### src/utdt_pkg.sv
// ----------------------------------------------------------------------------
// utdt_pkg
// Shared constants and the month table for the timestamp to date converter.
// ----------------------------------------------------------------------------
package utdt_pkg;

  // Pipeline depth: stage A (offset add) through stage H (output register).
  localparam int STAGES     = 8;
  // Stages D..H run in the time-of-day and date parts.
  localparam int SUB_STAGES = 5;

  localparam logic [16:0] SECS_PER_HOUR = 17'd3600;
  localparam logic [11:0] SECS_PER_MIN  = 12'd60;

  // (t >> 7) / 675 gives the day number: floor(2^35 / 675), one correction step.
  localparam logic [25:0] RECIP_675     = 26'd50903316;
  localparam logic [24:0] DIV_675       = 25'd675;
  // (sod >> 4) / 225 exact as (x * 4661) >> 20 over the range 0..5399.
  localparam logic [12:0] RECIP_225     = 13'd4661;
  // (ms >> 2) / 15 exact as (x * 1093) >> 14 over the range 0..899.
  localparam logic [10:0] RECIP_15      = 11'd1093;
  // day / 1461 exact as (x * 45934) >> 26 over the range 0..50442.
  localparam logic [15:0] RECIP_1461    = 16'd45934;
  localparam logic [15:0] DAYS_PER_QUAD = 16'd1461;

  // Count days from 1968-01-01, the leap year that opens a four-year cycle.
  localparam logic [15:0] EPOCH_SHIFT   = 16'd731;
  // Day number of 2100-03-01 from 1970-01-01; skip the missing 2100-02-29.
  localparam logic [15:0] MAR_2100      = 16'd47541;
  localparam logic [11:0] BASE_YEAR     = 12'd1968;

  // First day of the year (0-based) on which a month starts.
  function automatic logic [8:0] month_start(input logic [3:0] m, input logic leap);
    logic [8:0] base;
    case (m)
      4'd1:    base = 9'd0;
      4'd2:    base = 9'd31;
      4'd3:    base = 9'd59;
      4'd4:    base = 9'd90;
      4'd5:    base = 9'd120;
      4'd6:    base = 9'd151;
      4'd7:    base = 9'd181;
      4'd8:    base = 9'd212;
      4'd9:    base = 9'd243;
      4'd10:   base = 9'd273;
      4'd11:   base = 9'd304;
      4'd12:   base = 9'd334;
      default: base = 9'd0;
    endcase
    if (leap && m > 4'd2) begin
      base = base + 9'd1;
    end
    return base;
  endfunction

endpackage

### src/utdt_tod.sv
// ----------------------------------------------------------------------------
// utdt_tod
// Time-of-day split: seconds of the day into hour, minute and second,
// pipeline stages D through H.
// ----------------------------------------------------------------------------
module utdt_tod (
  input  logic                                clk,
  input  logic [utdt_pkg::SUB_STAGES-1:0]     adv,
  input  logic [16:0]                         sod,
  output logic [5:0]                          second,
  output logic [5:0]                          minute,
  output logic [4:0]                          hour
);

  logic [16:0] sod_d;
  logic [4:0]  hour_d;
  logic [11:0] ms_e;
  logic [4:0]  hour_e;
  logic [11:0] ms_f;
  logic [5:0]  min_f;
  logic [4:0]  hour_f;
  logic [5:0]  sec_g;
  logic [5:0]  min_g;
  logic [4:0]  hour_g;

  logic [25:0] hour_prod;
  logic [16:0] hour_secs;
  logic [16:0] ms_full;
  logic [20:0] min_prod;
  logic [11:0] min_secs;
  logic [11:0] sec_full;

  assign hour_prod = 26'(sod[16:4]) * 26'(utdt_pkg::RECIP_225);
  assign hour_secs = 17'(hour_d) * utdt_pkg::SECS_PER_HOUR;
  assign ms_full   = sod_d - hour_secs;
  assign min_prod  = 21'(ms_e[11:2]) * 21'(utdt_pkg::RECIP_15);
  assign min_secs  = 12'(min_f) * utdt_pkg::SECS_PER_MIN;
  assign sec_full  = ms_f - min_secs;

  always_ff @(posedge clk) begin
    if (adv[0]) begin
      sod_d  <= sod;
      hour_d <= hour_prod[24:20];
    end
    if (adv[1]) begin
      ms_e   <= ms_full[11:0];
      hour_e <= hour_d;
    end
    if (adv[2]) begin
      ms_f   <= ms_e;
      min_f  <= min_prod[19:14];
      hour_f <= hour_e;
    end
    if (adv[3]) begin
      sec_g  <= sec_full[5:0];
      min_g  <= min_f;
      hour_g <= hour_f;
    end
    if (adv[4]) begin
      second <= sec_g;
      minute <= min_g;
      hour   <= hour_g;
    end
  end

endmodule

### src/utdt_date.sv
// ----------------------------------------------------------------------------
// utdt_date
// Calendar split: day count since the epoch into year, month and day,
// pipeline stages D through H.
// ----------------------------------------------------------------------------
module utdt_date (
  input  logic                                clk,
  input  logic [utdt_pkg::SUB_STAGES-1:0]     adv,
  input  logic [15:0]                         days,
  output logic [4:0]                          day,
  output logic [3:0]                          month,
  output logic [11:0]                         year
);

  logic [15:0] dp_d;
  logic [15:0] dp_e;
  logic [5:0]  cyc_e;
  logic [10:0] dc_f;
  logic [5:0]  cyc_f;
  logic [8:0]  doy_g;
  logic        leap_g;
  logic [11:0] year_g;

  logic [15:0] dp_next;
  logic [31:0] cyc_prod;
  logic [15:0] quad_days;
  logic [15:0] dc_full;
  logic [1:0]  yoff;
  logic [10:0] yoff_base;
  logic [10:0] doy_full;
  logic [3:0]  mon_sel;
  logic [8:0]  mon_base;
  logic [8:0]  dom;

  // Pretend 2100 is a leap year once past its February: the extra day is never hit.
  assign dp_next   = days + utdt_pkg::EPOCH_SHIFT
                   + ((days >= utdt_pkg::MAR_2100) ? 16'd1 : 16'd0);
  assign cyc_prod  = 32'(dp_d) * 32'(utdt_pkg::RECIP_1461);
  assign quad_days = 16'(cyc_e) * utdt_pkg::DAYS_PER_QUAD;
  assign dc_full   = dp_e - quad_days;

  always_comb begin
    if (dc_f < 11'd366) begin
      yoff      = 2'd0;
      yoff_base = 11'd0;
    end else if (dc_f < 11'd731) begin
      yoff      = 2'd1;
      yoff_base = 11'd366;
    end else if (dc_f < 11'd1096) begin
      yoff      = 2'd2;
      yoff_base = 11'd731;
    end else begin
      yoff      = 2'd3;
      yoff_base = 11'd1096;
    end
    doy_full = dc_f - yoff_base;
  end

  // Last month whose first day is not past the day of the year.
  always_comb begin
    mon_sel  = 4'd1;
    mon_base = 9'd0;
    for (int m = 2; m <= 12; m++) begin
      if (doy_g >= utdt_pkg::month_start(4'(m), leap_g)) begin
        mon_sel  = 4'(m);
        mon_base = utdt_pkg::month_start(4'(m), leap_g);
      end
    end
    dom = doy_g - mon_base + 9'd1;
  end

  always_ff @(posedge clk) begin
    if (adv[0]) begin
      dp_d <= dp_next;
    end
    if (adv[1]) begin
      dp_e  <= dp_d;
      cyc_e <= cyc_prod[31:26];
    end
    if (adv[2]) begin
      dc_f  <= dc_full[10:0];
      cyc_f <= cyc_e;
    end
    if (adv[3]) begin
      doy_g  <= doy_full[8:0];
      leap_g <= (yoff == 2'd0);
      year_g <= utdt_pkg::BASE_YEAR + {4'd0, cyc_f, 2'b00} + 12'(yoff);
    end
    if (adv[4]) begin
      day   <= dom[4:0];
      month <= mon_sel;
      year  <= year_g;
    end
  end

endmodule

### src/unix_time_to_date_and_time_core.sv
// ----------------------------------------------------------------------------
// unix_time_to_date_and_time_core
// Unix timestamp to Gregorian local date and time of day.
// ----------------------------------------------------------------------------
// Input channel: in_valid / in_stall with timestamp (seconds since the epoch).
// Output channel: out_valid / out_stall with second, minute, hour, day, month
// and year of local time. A transfer happens on a rising edge with valid high
// and stall low. Every timestamp gives exactly one result, in order.
// tz_offset_hours (signed whole hours) is written while tz_offset_we is high;
// the local time is the timestamp plus the offset times 3600, modulo 2^32.
// Write it only while no transfer is in flight.
// Throughput is one timestamp per cycle while the receiver does not stall,
// through the 8-stage pipeline (offset add, two steps for the divide by
// 86400, then five stages of time-of-day and calendar split).
// When the receiver stalls, the result holds and each stage keeps filling its
// bubbles; in_stall rises only once every stage holds an item.
// Synchronous reset empties the pipeline and sets the offset to zero.
// ----------------------------------------------------------------------------
module unix_time_to_date_and_time_core (
  input  logic              clk,
  input  logic              rst,
  input  logic              tz_offset_we,
  input  logic signed [4:0] tz_offset_hours,
  input  logic              in_valid,
  output logic              in_stall,
  input  logic [31:0]       timestamp,
  output logic              out_valid,
  input  logic              out_stall,
  output logic [5:0]        second,
  output logic [5:0]        minute,
  output logic [4:0]        hour,
  output logic [4:0]        day,
  output logic [3:0]        month,
  output logic [11:0]       year
);

  localparam int NS = utdt_pkg::STAGES;
  localparam int SS = utdt_pkg::SUB_STAGES;

  logic signed [4:0]  tz_hours;
  logic [NS-1:0]      vld;
  logic [NS-1:0]      vld_next;
  logic [NS:0]        rdy;

  logic signed [16:0] tz_ext;
  logic signed [16:0] shift;
  logic [31:0]        t_sum;

  logic [31:0]        t_a;
  logic [31:0]        t_b;
  logic [15:0]        q0_b;
  logic [15:0]        days_c;
  logic [16:0]        sod_c;

  logic [50:0]        q_prod;
  logic [24:0]        q_back;
  logic [24:0]        r_full;
  logic [10:0]        r;
  logic               r_fix;
  logic [10:0]        r_adj;

  assign tz_ext = 17'(tz_hours);
  assign shift  = tz_ext * 17'sd3600;
  assign t_sum  = timestamp + 32'(shift);

  // Stage B: quotient by 675 of t >> 7, may be one short.
  assign q_prod = 51'(t_a[31:7]) * 51'(utdt_pkg::RECIP_675);

  // Stage C: fix the quotient with one compare and subtract.
  assign q_back = 25'(q0_b) * utdt_pkg::DIV_675;
  assign r_full = t_b[31:7] - q_back;
  assign r      = r_full[10:0];
  assign r_fix  = (r >= 11'd675);
  assign r_adj  = r_fix ? (r - 11'd675) : r;

  // A stage takes new data when it is empty or its content moves on.
  always_comb begin
    rdy[NS] = !out_stall;
    for (int k = NS - 1; k >= 0; k--) begin
      rdy[k] = !vld[k] || rdy[k+1];
    end
    vld_next = vld;
    if (rdy[0]) begin
      vld_next[0] = in_valid;
    end
    for (int k = 1; k < NS; k++) begin
      if (rdy[k]) begin
        vld_next[k] = vld[k-1];
      end
    end
  end

  always_ff @(posedge clk) begin
    if (rst) begin
      vld      <= '0;
      tz_hours <= '0;
    end else begin
      vld <= vld_next;
      if (tz_offset_we) begin
        tz_hours <= tz_offset_hours;
      end
    end
  end

  always_ff @(posedge clk) begin
    if (rdy[0]) begin
      t_a <= t_sum;
    end
    if (rdy[1]) begin
      t_b  <= t_a;
      q0_b <= q_prod[50:35];
    end
    if (rdy[2]) begin
      days_c <= q0_b + 16'(r_fix);
      sod_c  <= {r_adj[9:0], t_b[6:0]};
    end
  end

  utdt_tod u_tod (
    .clk    (clk),
    .adv    (rdy[NS-1 -: SS]),
    .sod    (sod_c),
    .second (second),
    .minute (minute),
    .hour   (hour)
  );

  utdt_date u_date (
    .clk   (clk),
    .adv   (rdy[NS-1 -: SS]),
    .days  (days_c),
    .day   (day),
    .month (month),
    .year  (year)
  );

  assign in_stall  = !rdy[0];
  assign out_valid = vld[NS-1];

endmodule

### config.mk
export PLATFORM = sky130hd
export DESIGN_NAME = unix_time_to_date_and_time_core
export DESIGN_NICKNAME = d
export VERILOG_FILES = /design/src/utdt_pkg.sv /design/src/utdt_tod.sv /design/src/utdt_date.sv /design/src/unix_time_to_date_and_time_core.sv
export SDC_FILE = /design/constraint.sdc
export NUM_CORES = 2
export LEC_CHECK = 0
export BUFFER_PORTS_ARGS = -buffer_cell sky130_fd_sc_hd__buf_2
export CORE_MARGIN = 1
export CORE_UTILIZATION = 45
export DETAILED_ROUTE_END_ITERATION = 10
export GPL_ROUTABILITY_DRIVEN = 0
export GPL_TIMING_DRIVEN = 0
export SYNTH_ARGS = -nofsm -noshare
export SYNTH_HDL_FRONTEND = slang
export SYNTH_HIERARCHICAL = 1
export SYNTH_SLANG_ARGS = --single-unit
### constraint.sdc
create_clock -name clk -period 10.49 [get_ports clk]
set_input_delay 1.5735 -clock clk [delete_from_list [all_inputs] [get_ports clk]]
set_output_delay 1.5735 -clock clk [all_outputs]
set_load 0.02 [all_outputs]
==> impl_metrics.yaml <==
drt:
  vias: 19510
  drc: 0
  drtAntennaViolNets: 0
  wl_per_cell_um: 14.94
  viasPerCell: 5.011
  drt-initial-drc-count: 715
  dr.pass1.iters: 5
  wl_mm: 58.19
die:
  initial_utilization_pct: 45.45
  core-area_um2: 70030
  pin_count: 82
  die_x_um: 268.0
  dieArea_um2: 71800
  die_y_um: 268.0
  rows: 97
layout:
  final_cell_mix: "ha_1, inv_1, fa_1"
  fin_area_um2: 34710
  fin_nets: 4009
  final_layout_size_suffix_gt1_share_pct: 5.994
  fin_cells: 3894
  mostFrequentLayoutCell: "ha_1"
  areaGrowthSynthToFinish_pct: 9.045
setup_path:
  start_kind: "flop"
  critPathCaptureType: "flop"
  cp.arrival_ns: 7.58
  path_max_fanout: 10
  reg2reg_to: "q0_b[14]"
  path_class: "reg -> reg"
  reg2reg_depth: 22
  crit_start: "t_a[19]"
  required_ns: 10.85
  r2r_slack_ns: 3.27
  r2r-start: "t_a[19]"
timing:
  setup_viol: 0
  clock_skew_ns: 0.01312
  timing.final.crit_share_pct: 68.79
  drv_slew: 0
  finalSetupTns_ns: 0
  tightest_slew_ns: 0.8945
  hold_viol: 0
  post-route-min-period_ns: 7.216
  fmax_ghz: 0.1386
  relSlewSlack_pct: 38.82
  rsz0062_at_grt: "false"
run_status:
  status: "finished, final reports clean"
synth:
  synthMuxAreaShare_pct: 0.1926
  synth_area_um2: 31830
  synth_simple_gate_area_share_pct: 4.658
  synth_compound_area_share_pct: 7.316
  synth_edf_count: 275
  yosys_warnings: 6
  synthFlopType: "edfxtp_1"
  syn_area_per_cell_um2: 11.34
  yosysSeqAreaShare_pct: 26.76
  ys_seq_elements: 288
  ys_types: 77
  synthXorXnorAreaFrac_pct: 4.430
  synth_cells: 2806
  synth_top_family_by_area: "adder cells"
  async_reset_ff_share_pct: 0
  synthAdderAreaFrac_pct: 48.79
  syn-num-nets: 3888
grt:
  grtUsageTotal_pct: 17.23
  grt_pass1_vias: 20840
  overflow: 0
  antenna_found_initial: 0
  grt_max_degree: 39
  grt_pass1_wl_mm: 99.86
clock_tree:
  cts_tree: "yes"
  numClockSinks: 288
  cts_buffers: 35
  clkLatencyLatePin_ns: 0.54
  cts_hold_buf: 0
  cts_root_buffer: "clkbuf_16"
  post_cts_buffers: 0
  clk_path_buf_depth: 3
  path_clk_slew_ns: 0.06
  h-tree-depth: 2
  cts_resized: 0
placed_design:
  place.port_buffers: 80
  dp.cells: 3829
  dp.final_hpwl_mm: 48.00
  placed_area_um2: 33490
job:
  drv_cap: 0
hold_path:
  hp-start: "u_date/cyc_f[0]"
  min_to: "u_date/year_g[2]"
  whs_path_depth: 0
  min-delay-path-class: "reg -> reg"
[how the worst max path moves through the flow]
stage               cells past startpoint  slack (ns)       end
global route                           22        2.94  q0_b[15]
CTS                                    22        3.24  q0_b[15]
finish                                 22        3.27  q0_b[14]
global placement                        8        3.01  in_stall
floorplan                              22        4.03  q0_b[13]
detailed placement                     22        3.27  q0_b[13]
[routing by layer]
| metal | global-route usage, % | routed length, µm | share of wire, % |
|---|---|---|---|
| met5 | 0 | 0 | 0 |
| met4 | 4.263 | 1141 | 2.0 |
| met3 | 2.089 | 1677 | 2.9 |
| met2 | 30.71 | 29370 | 50 |
| met1 | 22.13 | 26010 | 45 |
[metrics by stage]
| step | hold WS, ns | util [%] | setup slack [ns] |
|---|---|---|---|
| 3_3_place_gp | 0.4026 | 47.70 | 3.006 |
| 6_report | 0.4134 | 49.56 | 3.274 |
| 5_1_grt | 0.4253 | 49.56 | 2.938 |
| 3_5_place_dp | 0.4045 | 47.82 | 3.265 |
| 4_1_cts | 0.4119 | 49.50 | 3.236 |
| 2_1_floorplan | 0.4003 | - | 4.028 |
[cells by family (layout without fill, tap and decap cells)]
kind of cell | after synthesis | count (layout)
other cells | 0 | 1
buf+inv | 664 | 811
flops | 288 | 288
simple gates | 300 | 300
compound gates | 347 | 347
mux | 6 | 6
fa+ha+maj | 1040 | 1040
xor+xnor | 161 | 161
[synthesized netlist by cell type, drive strengths merged, types with 12 or more instances]
master,instances,area share (%)
a211oi,17,0.45
a21o,37,0.87
a21oi,98,1.6
a31oi,14,0.37
and3,16,0.31
dfxtp,13,0.82
edfxtp,275,26
fa,335,21
ha,705,28
inv,653,7.7
nand2,60,0.71
nand2b,16,0.31
nand3,32,0.50
nand4,20,0.41
nor2,85,1.0
nor2b,19,0.37
nor3,25,0.42
o211ai,12,0.36
o21a,21,0.50
o21ai,70,1.1
xnor2,115,3.2
xor2,46,1.3
[registers in the layout (all words and copies together) (netlist names), 8 cells and up]
register and count:
t_a 32, t_b 18, sod_c 17, days_c 16, q0_b 16, u_date/dp_d 16, u_tod/ms_e 12, u_tod/sod_d 12
u_date/dc_f 11, u_date/dp_e 11, u_date/year 11, u_date/year_g 11, u_date/doy_g 9, vld 8
[area by class of cell]
type                            instances  area [µm²]
Inverter                              653        2451
Multi-Input combinational cell       1854       20830
Timing Repair Buffer                   84       503.0
Sequential cell                       288        8518
Buffer                                 11       48.80
Clock buffer                           44       991.0
Fill cell                            6252       35320
Clock inverter                         19       186.4
Tap cell                              940        1176
Antenna cell                            1       2.502
[critical path, stage by stage, from the launching register on]
cell and delay [ns]:
edfxtp_1 0.73, fa_1 0.55, ha_1 0.28, inv_1 0.05, fa_1 0.50, fa_1 0.52, inv_1 0.05, fa_1 0.47
fa_1 0.55, inv_1 0.06, fa_1 0.55, inv_1 0.05, ha_1 0.30, nand4_2 0.12, nor3_2 0.27, nand3_1 0.11
or4_1 0.51, a211o_1 0.38, a31oi_4 0.26, a31oi_4 0.15, o21bai_2 0.21, nand4_1 0.11, a32oi_1 0.24
Power is not shown: default switching activity piles up to over one toggle a cycle in this logic, so the estimate is an artifact.
